[src/sv/absc_pkg.sv]
// Shared types and constants for the A/B boot slot controller.
package absc_pkg;

	// Command codes carried by an input transaction.
	typedef enum logic [2:0] {
		CMD_SET_PENDING = 3'd0,
		CMD_CONFIRM     = 3'd1,
		CMD_MARK_BAD    = 3'd2,
		CMD_DECREMENT   = 3'd3,
		CMD_QUERY       = 3'd4
	} cmd_t;

	// Per-slot lifecycle states.
	typedef enum logic [2:0] {
		SLOT_EMPTY     = 3'd0,
		SLOT_VALID     = 3'd1,
		SLOT_PENDING   = 3'd2,
		SLOT_CONFIRMED = 3'd3,
		SLOT_BAD       = 3'd4
	} slot_state_t;

	// Slot pointer encodings.
	localparam logic [1:0] PTR_A    = 2'd0;
	localparam logic [1:0] PTR_B    = 2'd1;
	localparam logic [1:0] PTR_NONE = 2'd2;

	localparam logic [7:0] ATT_ONE = 8'd1;

	localparam logic STATUS_OK  = 1'b0;
	localparam logic STATUS_ERR = 1'b1;

	// Controller states: the result register is either empty or holds a result.
	typedef enum logic {
		CTRL_EMPTY = 1'b0,
		CTRL_FULL  = 1'b1
	} ctrl_state_t;

	// Commands from the controller to the datapath.
	typedef struct packed {
		logic load;
	} dp_cmd_t;

endpackage

[src/sv/absc_ctrl.sv]
// Handshake controller: owns the result register occupancy and issues loads.
module absc_ctrl (
	input  logic                clk,
	input  logic                arst_n,
	input  logic                in_valid,
	output logic                in_stall,
	output logic                out_valid,
	input  logic                out_stall,
	output absc_pkg::dp_cmd_t   dp_cmd
);

	absc_pkg::ctrl_state_t state_q;
	absc_pkg::ctrl_state_t state_d;
	logic                  load;

	// A new transaction may enter whenever the result register is free or is
	// being emptied in the same cycle.
	always_comb begin
		in_stall  = (state_q == absc_pkg::CTRL_FULL) && out_stall;
		out_valid = (state_q == absc_pkg::CTRL_FULL);
		load      = in_valid && !in_stall;
		dp_cmd.load = load;
	end

	always_comb begin
		state_d = state_q;
		case (state_q)
			absc_pkg::CTRL_EMPTY: begin
				if (load) begin
					state_d = absc_pkg::CTRL_FULL;
				end
			end
			absc_pkg::CTRL_FULL: begin
				if (load) begin
					state_d = absc_pkg::CTRL_FULL;
				end else if (!out_stall) begin
					state_d = absc_pkg::CTRL_EMPTY;
				end
			end
			default: begin
				state_d = absc_pkg::CTRL_EMPTY;
			end
		endcase
	end

	always_ff @(posedge clk or negedge arst_n) begin
		if (!arst_n) begin
			state_q <= absc_pkg::CTRL_EMPTY;
		end else begin
			state_q <= state_d;
		end
	end

endmodule

[src/sv/absc_datapath.sv]
// Slot metadata registers, command evaluation and the result register.
module absc_datapath (
	input  logic               clk,
	input  logic               arst_n,
	input  absc_pkg::dp_cmd_t  dp_cmd,
	input  logic [2:0]         command,
	input  logic               slot,
	input  logic [31:0]        version,
	input  logic [31:0]        image_size,
	input  logic [31:0]        image_crc,
	input  logic [7:0]         attempts,
	output logic               status,
	output logic [7:0]         attempts_after,
	output logic [1:0]         active_now,
	output logic [1:0]         confirmed_now,
	output logic [1:0]         pending_now,
	output logic [2:0]         sel_state,
	output logic [7:0]         sel_attempts,
	output logic [31:0]        sel_version,
	output logic [31:0]        sel_size,
	output logic [31:0]        sel_crc
);

	absc_pkg::slot_state_t st_q [2];
	logic [7:0]            att_q [2];
	logic [31:0]           ver_q [2];
	logic [31:0]           size_q [2];
	logic [31:0]           crc_q [2];
	logic [1:0]            act_q;
	logic [1:0]            conf_q;
	logic [1:0]            pend_q;

	absc_pkg::slot_state_t st_d [2];
	logic [7:0]            att_d [2];
	logic [31:0]           ver_d [2];
	logic [31:0]           size_d [2];
	logic [31:0]           crc_d [2];
	logic [1:0]            act_d;
	logic [1:0]            conf_d;
	logic [1:0]            pend_d;
	logic                  err;
	logic [7:0]            after;

	logic                  status_q;
	logic [7:0]            after_q;
	logic [1:0]            act_out_q;
	logic [1:0]            conf_out_q;
	logic [1:0]            pend_out_q;
	logic [2:0]            sel_state_q;
	logic [7:0]            sel_att_q;
	logic [31:0]           sel_ver_q;
	logic [31:0]           sel_size_q;
	logic [31:0]           sel_crc_q;

	always_comb begin
		logic                  p;
		logic                  o;
		absc_pkg::slot_state_t os;
		st_d   = st_q;
		att_d  = att_q;
		ver_d  = ver_q;
		size_d = size_q;
		crc_d  = crc_q;
		act_d  = act_q;
		conf_d = conf_q;
		pend_d = pend_q;
		err    = 1'b0;
		after  = 8'd0;
		p      = pend_q[0];
		o      = ~slot;
		os     = st_q[o];
		case (absc_pkg::cmd_t'(command))
			absc_pkg::CMD_SET_PENDING: begin
				if (version == 32'd0 || image_size == 32'd0 || image_crc == 32'd0 ||
						attempts == 8'd0) begin
					err = 1'b1;
				end else begin
					ver_d[slot]  = version;
					size_d[slot] = image_size;
					crc_d[slot]  = image_crc;
					st_d[slot]   = absc_pkg::SLOT_PENDING;
					att_d[slot]  = attempts;
					pend_d       = {1'b0, slot};
				end
			end
			absc_pkg::CMD_CONFIRM: begin
				if (pend_q[1]) begin
					err = 1'b1;
				end else begin
					st_d[p]  = absc_pkg::SLOT_CONFIRMED;
					att_d[p] = 8'd0;
					act_d    = {1'b0, p};
					conf_d   = {1'b0, p};
					pend_d   = absc_pkg::PTR_NONE;
					if (st_q[~p] == absc_pkg::SLOT_CONFIRMED) begin
						st_d[~p] = absc_pkg::SLOT_VALID;
					end
				end
			end
			absc_pkg::CMD_MARK_BAD: begin
				st_d[slot]  = absc_pkg::SLOT_BAD;
				att_d[slot] = 8'd0;
				if (pend_q == {1'b0, slot}) begin
					pend_d = absc_pkg::PTR_NONE;
				end
				// The confirmed and active pointers at the failed slot fall back to the other slot if usable.
				if (conf_q == {1'b0, slot}) begin
					conf_d = (os == absc_pkg::SLOT_CONFIRMED || os == absc_pkg::SLOT_VALID)
						? {1'b0, o} : absc_pkg::PTR_NONE;
				end
				if (act_q == {1'b0, slot}) begin
					act_d = (os == absc_pkg::SLOT_CONFIRMED || os == absc_pkg::SLOT_VALID ||
						os == absc_pkg::SLOT_PENDING) ? {1'b0, o} : absc_pkg::PTR_NONE;
				end
			end
			absc_pkg::CMD_DECREMENT: begin
				if (pend_q[1] || st_q[p] != absc_pkg::SLOT_PENDING) begin
					err = 1'b1;
				end else begin
					if (att_q[p] != 8'd0) begin
						att_d[p] = att_q[p] - absc_pkg::ATT_ONE;
					end
					after = att_d[p];
				end
			end
			absc_pkg::CMD_QUERY: begin
				err = 1'b0;
			end
			default: begin
				err = 1'b1;
			end
		endcase
	end

	always_ff @(posedge clk or negedge arst_n) begin
		if (!arst_n) begin
			for (int i = 0; i < 2; i++) begin
				st_q[i]   <= absc_pkg::SLOT_EMPTY;
				att_q[i]  <= 8'd0;
				ver_q[i]  <= 32'd0;
				size_q[i] <= 32'd0;
				crc_q[i]  <= 32'd0;
			end
			act_q  <= absc_pkg::PTR_NONE;
			conf_q <= absc_pkg::PTR_NONE;
			pend_q <= absc_pkg::PTR_NONE;
		end else if (dp_cmd.load) begin
			st_q   <= st_d;
			att_q  <= att_d;
			ver_q  <= ver_d;
			size_q <= size_d;
			crc_q  <= crc_d;
			act_q  <= act_d;
			conf_q <= conf_d;
			pend_q <= pend_d;
		end
	end

	// Result register: reports the state as it stands after the transaction.
	always_ff @(posedge clk or negedge arst_n) begin
		if (!arst_n) begin
			status_q    <= absc_pkg::STATUS_OK;
			after_q     <= 8'd0;
			act_out_q   <= absc_pkg::PTR_NONE;
			conf_out_q  <= absc_pkg::PTR_NONE;
			pend_out_q  <= absc_pkg::PTR_NONE;
			sel_state_q <= absc_pkg::SLOT_EMPTY;
			sel_att_q   <= 8'd0;
			sel_ver_q   <= 32'd0;
			sel_size_q  <= 32'd0;
			sel_crc_q   <= 32'd0;
		end else if (dp_cmd.load) begin
			status_q    <= err ? absc_pkg::STATUS_ERR : absc_pkg::STATUS_OK;
			after_q     <= after;
			act_out_q   <= act_d;
			conf_out_q  <= conf_d;
			pend_out_q  <= pend_d;
			sel_state_q <= st_d[slot];
			sel_att_q   <= att_d[slot];
			sel_ver_q   <= ver_d[slot];
			sel_size_q  <= size_d[slot];
			sel_crc_q   <= crc_d[slot];
		end
	end

	assign status         = status_q;
	assign attempts_after = after_q;
	assign active_now     = act_out_q;
	assign confirmed_now  = conf_out_q;
	assign pending_now    = pend_out_q;
	assign sel_state      = sel_state_q;
	assign sel_attempts   = sel_att_q;
	assign sel_version    = sel_ver_q;
	assign sel_size       = sel_size_q;
	assign sel_crc        = sel_crc_q;

endmodule

[src/sv/ab_boot_slot_controller_top.sv]
// Top level of the A/B boot slot controller.
//
//   Channel   Handshake            Payload
//   input     in_valid / in_stall  command, slot, version, image_size, image_crc, attempts
//   output    out_valid / out_stall status, attempts_after, active_now, confirmed_now,
//                                  pending_now, sel_state, sel_attempts, sel_version,
//                                  sel_size, sel_crc
//
// Each transaction is evaluated combinationally against the two slot records and its
// result appears in the result register on the following cycle. One transaction per
// cycle is sustained while out_stall is low; the single result register sets that rate.
// Reset empties both slots, sets all pointers to none and clears the result register.
// While a result is held by out_stall, in_stall is raised and input is held off.
module ab_boot_slot_controller_top (
	input  logic        clk,
	input  logic        arst_n,
	input  logic        in_valid,
	output logic        in_stall,
	input  logic [2:0]  command,
	input  logic        slot,
	input  logic [31:0] version,
	input  logic [31:0] image_size,
	input  logic [31:0] image_crc,
	input  logic [7:0]  attempts,
	output logic        out_valid,
	input  logic        out_stall,
	output logic        status,
	output logic [7:0]  attempts_after,
	output logic [1:0]  active_now,
	output logic [1:0]  confirmed_now,
	output logic [1:0]  pending_now,
	output logic [2:0]  sel_state,
	output logic [7:0]  sel_attempts,
	output logic [31:0] sel_version,
	output logic [31:0] sel_size,
	output logic [31:0] sel_crc
);

	absc_pkg::dp_cmd_t dp_cmd;

	absc_ctrl u_ctrl (
		.clk       (clk),
		.arst_n    (arst_n),
		.in_valid  (in_valid),
		.in_stall  (in_stall),
		.out_valid (out_valid),
		.out_stall (out_stall),
		.dp_cmd    (dp_cmd)
	);

	absc_datapath u_datapath (
		.clk            (clk),
		.arst_n         (arst_n),
		.dp_cmd         (dp_cmd),
		.command        (command),
		.slot           (slot),
		.version        (version),
		.image_size     (image_size),
		.image_crc      (image_crc),
		.attempts       (attempts),
		.status         (status),
		.attempts_after (attempts_after),
		.active_now     (active_now),
		.confirmed_now  (confirmed_now),
		.pending_now    (pending_now),
		.sel_state      (sel_state),
		.sel_attempts   (sel_attempts),
		.sel_version    (sel_version),
		.sel_size       (sel_size),
		.sel_crc        (sel_crc)
	);

	// An accepted transaction always yields a result on the next cycle.
	a_accept_gives_result: assert property (@(posedge clk) disable iff (!arst_n)
		(in_valid && !in_stall) |=> out_valid)
		else $error("accepted transaction produced no result");

	// Pointers only ever name slot A, slot B or none.
	a_ptr_legal: assert property (@(posedge clk) disable iff (!arst_n)
		out_valid |-> (active_now != 2'd3 && confirmed_now != 2'd3 && pending_now != 2'd3))
		else $error("slot pointer holds an illegal code");

	// A failed transaction reports no remaining attempts.
	a_err_no_after: assert property (@(posedge clk) disable iff (!arst_n)
		(out_valid && status == absc_pkg::STATUS_ERR) |-> (attempts_after == 8'd0))
		else $error("error result carries attempts");

	// Nonzero attempts after a decrement imply a pending slot remains.
	a_after_needs_pending: assert property (@(posedge clk) disable iff (!arst_n)
		(out_valid && attempts_after != 8'd0) |-> (pending_now != absc_pkg::PTR_NONE))
		else $error("attempts reported without a pending slot");

endmodule
[config.mk]
export PLATFORM = sky130hd
export DESIGN_NAME = ab_boot_slot_controller_top
export DESIGN_NICKNAME = d
export VERILOG_FILES = /design/src/sv/absc_pkg.sv /design/src/sv/absc_ctrl.sv /design/src/sv/absc_datapath.sv /design/src/sv/ab_boot_slot_controller_top.sv
export SDC_FILE = /design/constraint.sdc
export NUM_CORES = 1
export LEC_CHECK = 0
export ABC_AREA = 1
export BUFFER_PORTS_ARGS = -buffer_cell sky130_fd_sc_hd__buf_2
export CAP_MARGIN = 20
export CORE_MARGIN = 4
export CORE_UTILIZATION = 59
export CTS_CLUSTER_DIAMETER = 100
export DETAILED_ROUTE_END_ITERATION = 10
export PLACE_DENSITY = 0.81
export REMOVE_ABC_BUFFERS = 1
export SYNTH_ARGS = -nofsm -noshare
export SYNTH_HDL_FRONTEND = slang
export SYNTH_HIERARCHICAL = 1
export SYNTH_SLANG_ARGS = --single-unit
[constraint.sdc]
create_clock -name clk -period 2.5 [get_ports clk]
set_clock_uncertainty 0.15 [all_clocks]
set_input_delay 0.25 -clock clk [delete_from_list [all_inputs] [get_ports clk]]
set_output_delay 0.25 -clock clk [all_outputs]
set_load 0.01 [all_outputs]
Yosys cells after proc, flatten, opt, wreduce, memory -nomap -nowiden. Index checks and enable logic that the tools add are counted. Widths: inputs -> output; s select.

$add $sub $neg: 1. $mul: 0. Div/mod/pow operators: 0. Order comparisons: 7. Equal/unequal tests: 17. Shift operators: 0. Multiplexer cells: 84. Bitwise gates (word level): 23. Reduce and logical (&&, ||, !) cells: 25.

Operators with widths (number): $mux 64 (6); $mux 32 (10); $bwmux 64 (3); $mux 8 (13); $logic_not 32->1 (3); $mux 16 (4); $pmux 16 s4 (1); $mux 3 (15); $and 16x16->16 (2); $bwmux 16 (2); $demux 32 s1 (1); $not 16->16 (2); $mux 6 (3); $pmux 6 s3 (1); $demux 8 s1 (2); $eq 3x2->1 const B (5); $mux 2 (7); $and 4x4->4 (3); $not 4->4 (3); $reduce_and 4->1 (3); $demux 3 s1 (3); $ge 2x2->1 const B (4); $logic_not 8->1 (1); $mux 1 (8); other kinds (27) (52).

Bits in registers: 337. Latch bits: 0. Memory bits (writable): 0. Bits in read-only memories: 0. Bits of input ports: 112. Word-level logic and storage cells: 179. Memories kept: 0.

Longest topological paths before layout. Gate-level depths: netlist (run 1).

Depth after elaboration: 14. Depth in mapped cells: 19.

Cells and area by module. Netlist (run 1), hierarchy kept.

Modules (own cells, without submodules): absc_datapath (instances 1, cells an instance 2355, area an instance 17868.4 µm², sequential area each 8411.8 µm²); absc_ctrl (instances 1, cells an instance 6, area an instance 45.0 µm², sequential area each 25.0 µm²).

Least setup slack after synthesis (run 1). OpenSTA, ideal clock, no wires.

Path type: flip-flop to flip-flop. Start: reg u_datapath/pending_now[0] (netlist name). End: reg u_datapath.sel_att_q[5] (netlist: u_datapath/sel_attempts[5]). Setup time: 118 ps. Data arrival time: 2150 ps. Data required time: 2232 ps. Setup slack: 82 ps. Stages on the path, launching flop included: 16. Path buffers: 2. Clock period less this slack: 2418 ps. Cells stage by stage: dfrtp_1 buf_4 buf_6 o21ai_1 ha_1 inv_1 nor2_1 nand2_1 nor2_4 nor2_4 o21ai_0 nor2_1 nor2_1 nand3_1 nand3_1 nand2_1.

RTL lines: to (signal assigned) (RTL line absc_datapath.sv:179) `sel_att_q <= att_d[slot];`; to (decl) (RTL line absc_datapath.sv:50) `logic [7:0] sel_att_q;`.

Final worst setup path (run 1).
Start: in version[30]. End: reg u_datapath.sel_size_q[18] (netlist: u_datapath/sel_size[18]).

Word-level cells in the longest chain between the ends: 9.

RTL lines: from (decl) (RTL line ab_boot_slot_controller_top.sv:21) `input logic [31:0] version,`; $logic_not 32->1 (RTL line absc_datapath.sv:74) `if (version == 32'd0 || image_size == 32'd0 || image_crc == 32'd0 ||`; $logic_or 1x1->1 (3 in a row) (RTL line absc_datapath.sv:74); $mux 64 (RTL line absc_datapath.sv:74); $mux 64 (RTL line absc_datapath.sv:72) `case (absc_pkg::cmd_t'(command))`; $mux 32 (implied by the code) (3 in a row) (RTL line absc_datapath.sv:181) `sel_size_q <= size_d[slot];`; to (signal assigned) (RTL line absc_datapath.sv:181); to (decl) (RTL line absc_datapath.sv:52) `logic [31:0] sel_size_q;`.

No other way between the ends. The select of a mux whose other input is x is not followed. A chain may end at the register's enable or synchronous reset.

==> results.sh, run 1 <==
export IMPL_cts_root_buf="clkbuf_16"
export IMPL_endpoint_kind="flop"
export IMPL_critPathMaxStageDelay_ns=0.56
export IMPL_drc=0
export IMPL_area_growth_pct=26.74
export IMPL_grt_max_degree=152
export IMPL_cts_sinks=337
export IMPL_avgSynthCellArea_um2=7.587
export IMPL_cts_tree="yes"
export IMPL_reg2reg_from="u_datapath/pending_now[0]"
export IMPL_netlist_area_um2=17910
export IMPL_start_util=0.6012
export IMPL_ios=236
export IMPL_core_area_um2=29800
export IMPL_hold_depth=5
export IMPL_drv_slew=0
export IMPL_period_needed_ns=2.622
export IMPL_rsz0062_at_grt="true"
export IMPL_cap_violations=0
export IMPL_grt_pass1_vias=18243
export IMPL_ys_async_sr_fraction=1.000
export IMPL_crit_required_ns=2.75
export IMPL_status="finished, violations left"
export IMPL_die_width_um=182.2
export IMPL_grt_pass1_wl_um=90490
export IMPL_yosysWarningCount=6
export IMPL_min_to="u_datapath/sel_crc[0]"
export IMPL_cts_path_max_buffers=3
export IMPL_die_y_um=182.2
export IMPL_overflow=0
export IMPL_cp_slowest_cell="dlygate4sd3_1"
export IMPL_clock_latency_ns=0.52
export IMPL_synth_top_area_share=0.4666
export IMPL_drt_pass1_iterations=6
export IMPL_relSlewSlack=0.4695
export IMPL_io_buffers=235
export IMPL_layout_drive_gt1_share=0.2316
export IMPL_grt_use_total=0.3280
export IMPL_setup_violations=89
export IMPL_post_dp_hpwl_um=34700
export IMPL_ys_seq_elements=337
export IMPL_violations="setup timing"
export IMPL_cts_made_buffers=37
export IMPL_synth_edf_count=0
export IMPL_hold_ws_ns=0.001729
export IMPL_syn_inst=2361
export IMPL_final_common_cell="nand2_1"
export IMPL_yosys_top_cells_area="dfrtp_1, nand2_1, o21ai_0, nand3_1, nor2_1"
export IMPL_fin_crit_sh=1.049
export IMPL_synth_top_area_cell="dfrtp_1"
export IMPL_synth_distinct_cells=46
export IMPL_r2r_end="u_datapath/sel_attempts[7]"
export IMPL_routedWlPerCell_um=18.06
export IMPL_arrival_ns=2.87
export IMPL_p_per_area_nw_per_um2=802.7
export IMPL_viasPerCell=5.813
export IMPL_dieArea_um2=33210
export IMPL_htree_levels=2
export IMPL_ff2ff_path_depth=15
export IMPL_power_leakage_nw=11.21
export IMPL_synth_flop_cell="dfrtp_1"
export IMPL_drtIter0Drc=2157
export IMPL_path_max_fanout=28
export IMPL_min_delay_path_class="input port to flop"
export IMPL_cp_start_kind="input port"
export IMPL_tightest_slew_ns=0.7958
export IMPL_antenna_found_initial=3
export IMPL_ant_nets=0
export IMPL_clk_pin_slew_worst_paths_ns=0.06
export IMPL_nets=2829
export IMPL_ys_seq_area_frac=0.4710
export IMPL_hold_violations=0
export IMPL_row_count=63
export IMPL_most_common_layout_cells="nand2_1, dfrtp_1, o21ai_0"
export IMPL_fmax_ghz=0.3814
export IMPL_ir_drop_v=0.0005629
export IMPL_crit_chain="dlygate4sd3_1 > buf_4 > nor2_1 > nand2_1 > nor2_1 > nand2_2 > nor2_4 > nor2_4 > nand4_4 > clkinv_2 > buf_4 > o21ai_0 > nand2_1 > nand3_1 > nand2_1"
export IMPL_critPathKind="input port to flop"
export IMPL_cp_common_cell="nand2_1"
export IMPL_holdCritStartpoint="image_crc[0]"
export IMPL_rrSetupSlack_ns=0.10
export IMPL_post_place_ws_ns=-0.1249
export IMPL_gp_congestion=0.9571
export IMPL_totalWireLength_um=56510
export IMPL_setup_ws_ns=-0.1216
export IMPL_vias=18188
## report_power, final
part	switching (W)	internal (W)	leakage [nW]
combinational	0.00306	0.00221	6.30
clock	0.00220	0.00322	0.593
sequential	0.000813	0.00671	4.31
total	0.00608	0.0121	11.2
## final cells by class
class | count | area, um^2
antenna | 1 | 2.502
clock buffer | 53 | 1087
clock inverter | 9 | 106.4
fill | 2096 | 7093
inverter | 54 | 224.0
multi-input combinational | 1817 | 8840
sequential | 337 | 8438
tap | 390 | 488.0
timing repair buffer | 468 | 3517
## flip-flops by register name, summed over array words and instances, names as in the netlist, 16 cells and up
register                count
u_datapath/sel_version     32
u_datapath/size_q          64
u_datapath/sel_size        32
u_datapath/ver_q           64
u_datapath/att_q           16
u_datapath/sel_crc         32
u_datapath/crc_q           64
## worst max path at each step
stage | startpoint | endpoint | cells after the start
after floorplan | u_ctrl/out_valid | u_datapath/attempts_after[7] | 5
after global placement | image_crc[18] | u_datapath/sel_version[2] | 17
after detailed placement | image_crc[18] | u_datapath/sel_version[29] | 16
after CTS | image_crc[8] | u_datapath/sel_version[19] | 15
after global routing | version[30] | u_datapath/sel_crc[31] | 15
final | version[30] | u_datapath/sel_size[18] | 15
## critical path, delay by kind of cell
family	cells	cell delay (ns)
AO/OA/AOI/OAI	1	0.29
buffers and inverters	4	1.12
AND/OR/NAND/NOR	10	1.17
## synth_stat cells, types with 14 or more instances
| cell | n |
|---|---|
| nor2_1 | 128 |
| inv_1 | 48 |
| o21ai_2 | 45 |
| clkbuf_1 | 105 |
| buf_6 | 14 |
| o21ai_1 | 75 |
| nand3_1 | 159 |
| a31oi_1 | 18 |
| buf_2 | 24 |
| or2_1 | 71 |
| or2_2 | 66 |
| nand2_1 | 814 |
| dfrtp_1 | 334 |
| o21ai_0 | 313 |
| or2_0 | 49 |
| a21oi_1 | 19 |
## timing repair
action | in CTS | in global routing
hold endpoints to repair | 231 | 0
resized for setup | 0 | 135
hold buffers | 94 | 0
setup buffers | 0 | 5
endpoints found under the setup margin | 0 | 282
## layer usage
| layer | track usage | wire length [um] | vias up |
|---|---|---|---|
| met5 | 0 | 14 | - |
| met4 | 0.1393 | 1920 | 2 |
| met3 | 0.04744 | 4659 | 158 |
| met2 | 0.5463 | 27420 | 984 |
| met1 | 0.4323 | 22490 | 8622 |
| li1 | - | - | 8422 |
## logic make-up (layout without fill, tap and decap cells)
family	Yosys count	after routing	share of synthesized area
AND/OR/NAND/NOR	1317	1318	0.3207
adder cells (fa/ha/maj)	2	2	0.001397
buffers and inverters	208	584	0.05259
other	0	1	0
flip-flops	337	337	0.4710
AO/OA/AOI/OAI	492	492	0.1519
XOR/XNOR	5	5	0.002445
## through the flow
stage	cell area (um^2)	TNS (ns)	total power [W]	std cells	util
after floorplan	17180	-5105.83	0.01034	2207	-
after global placement	20180	-1.598	0.01212	2966	0.6771
after detailed placement	20180	-8.995	0.01238	2966	0.6771
after CTS	22310	0	0.01795	3122	0.7488
after global routing	22700	-8.697	0.01927	3129	0.7619
final	22700	-3.940	0.01822	3129	0.7619
Note: power is estimated with default switching activity, not from simulation.
==> inputs of run 2 (changes only) <==
Settings changed: GPL_TIMING_DRIVEN set to 0, SKIP_CTS_REPAIR_TIMING set to 1.
==> run 2 against run 1 <==
  * The run ends with hold timing, setup timing left
  * Sequential share of layout area grew 0.51 points
  * Critical path depth rose by 2
  * Fmax rose by 1.8%
  * Non-clock buffer count is 78 lower
  * Largest power group unchanged
  * Clock power rose by 2%
  * Worst setup slack gained 0.045 ns
  * Sequential cell count stayed put
  * Largest cell class unchanged
  * Global-route usage fell by 3.0 points
  * Die area did not move
  * Critical endpoint is now u_datapath/sel_attempts[6]
  * Clock-buffer cell count grew 6
==> results.sh, run 2 (same netlist as run 1, synthesis figures left out) <==
export IMPL_status="finished, violations left"
export IMPL_violations="hold timing, setup timing"
export IMPL_htree_levels=2
export IMPL_endpoint_kind="flop"
export IMPL_clk_pin_slew_worst_paths_ns=0.06
export IMPL_finalPower_w=0.01820
export IMPL_fmax_ghz=0.3881
export IMPL_cap_violations=0
export IMPL_drtIter0Drc=1966
export IMPL_top_regs="u_datapath/crc_q (64), u_datapath/size_q (64), u_datapath/ver_q (64)"
export IMPL_critPathKind="flop to flop"
export IMPL_cts_tree="yes"
export IMPL_multi_input_area_um2=8885
export IMPL_min_delay_path_class="input port to flop"
export IMPL_row_count=63
export IMPL_most_common_layout_cells="nand2_1, dfrtp_1, o21ai_0"
export IMPL_ant_nets=0
export IMPL_grt_use_total=0.2975
export IMPL_core_area_um2=29800
export IMPL_setup_ws_ns=-0.07650
export IMPL_final_common_cell="nand2_1"
export IMPL_drt_pass1_iterations=7
export IMPL_cp_start_kind="flop"
export IMPL_n_fill_cell=2215
export IMPL_io_buffers=235
export IMPL_fin_crit_sh=1.031
export IMPL_hold_ws_ns=-0.05768
export IMPL_cts_sinks=337
export IMPL_hold_depth=3
export IMPL_drc=0
export IMPL_drv_slew=0
export IMPL_dieArea_um2=33210
export IMPL_area_growth_pct=25.03
export IMPL_totalWireLength_um=58530
export IMPL_path_max_fanout=7
export IMPL_crit_required_ns=2.75
export IMPL_gp_congestion=0.9020
export IMPL_overflow=0
export IMPL_grt_max_degree=204
export IMPL_antenna_found_initial=4
export IMPL_cts_root_buf="clkbuf_16"
export IMPL_clock_latency_ns=0.53
export IMPL_tightest_slew_ns=0.8107
export IMPL_ff2ff_path_depth=17
export IMPL_ir_drop_v=0.0006463
export IMPL_regArea_um2=8439
export IMPL_finalInstanceArea_um2=22400
export IMPL_grt_pass1_vias=16338
export IMPL_cts_made_buffers=38
export IMPL_viasPerCell=5.965
export IMPL_layout_drive_gt1_share=0.2130
export IMPL_routedWlPerCell_um=19.13
export IMPL_cts_path_max_buffers=3
export IMPL_period_needed_ns=2.576
export IMPL_nets=2757
export IMPL_hold_violations=21
export IMPL_post_dp_hpwl_um=31080
export IMPL_power_leakage_nw=10.97
export IMPL_p_per_area_nw_per_um2=812.6
export IMPL_grt_pass1_wl_um=82660
export IMPL_place_area_um2=19350
export IMPL_die_y_um=182.2
export IMPL_start_util=0.6012
export IMPL_vias=18246
export IMPL_relSlewSlack=0.4575
export IMPL_ios=236
export IMPL_setup_violations=7
export IMPL_die_width_um=182.2
export IMPL_rsz0062_at_grt="true"
export IMPL_arrival_ns=2.83
run 2: changes by cell type in the layout (fill, tap and decap cells not counted), moves of 7 or more:
cell	delta
buf_2	+8
nor2_2	-9
o21ai_0	+29
clkbuf_16	+7
dlygate4sd3_1	-13
buf_12	-13
o21ai_1	-25
buf_16	+11
buf_4	-77
nor2_1	+8
run 2: where the power goes:
part           switching [W]  total (W)  internal [W]
Sequential          0.000773    0.00749       0.00671
Combinational        0.00309    0.00516       0.00207
Clock                0.00220    0.00556       0.00335
run 2: path summary, 6_finish.rpt:
path                       slack, ns                          to                  startpoint
min in group asynchronous       0.14        u_datapath/crc_q[42]                      arst_n
setup reg to reg               -0.08  u_datapath/sel_attempts[6]   u_datapath/pending_now[0]
hold / removal                 -0.06       u_datapath/size_q[54]              image_size[22]
hold reg to reg                 0.32  u_datapath/sel_attempts[1]  u_datapath/sel_attempts[1]
setup / recovery               -0.08  u_datapath/sel_attempts[6]   u_datapath/pending_now[0]
max in group asynchronous       1.05        u_datapath/ver_q[10]                      arst_n
run 2: final cells by class:
type / count / area share
Inverter: 54 / 0.01184
Multi-Input combinational cell: 1820 / 0.3967
Sequential cell: 337 / 0.3768
Timing Repair inverter: 2 / 0.001006
Clock buffer: 59 / 0.05134
Tap cell: 390 / 0.02179
Timing Repair Buffer: 390 / 0.1364
Clock inverter: 5 / 0.003855
Antenna cell: 2 / 0.0002235
run 2: routing by layer:
layer | track usage | routed length [um] | up-vias
met3 | 0.04465 | 5234 | 153
met1 | 0.4191 | 23690 | 8818
met5 | 0 | 20 | -
met2 | 0.4790 | 27880 | 981
li1 | - | - | 8290
met4 | 0.09727 | 1708 | 4
run 2: critical path, stage by stage (launching register included):
cell	delay, ns
dfrtp_2	0.45
clkbuf_16	0.19
o21ai_4	0.15
inv_2	0.07
ha_4	0.16
inv_2	0.06
nor2_4	0.04
nand2_2	0.08
nor2_4	0.07
buf_6	0.12
nor2_4	0.26
nand3_2	0.15
nand3_2	0.11
nand3_2	0.06
nor2_2	0.10
nand3_1	0.08
nand3_1	0.09
nand2_1	0.06
run 2: stage by stage:
stage                 util  instances  TNS [ns]  setup WS [ns]  hold WS [ns]
global route        0.7517       3059    -1.981        -0.1905    -0.0004817
CTS                 0.6910       2914   -183.06        -0.7294       -0.4458
detailed placement  0.6495       2850   -313.09         -1.223       0.09703
global placement    0.6323       2832         -         -36.53        0.2967
finish              0.7517       3059   -0.2411       -0.07650      -0.05768
floorplan                -       2207  -5105.83         -16.24       -0.1956
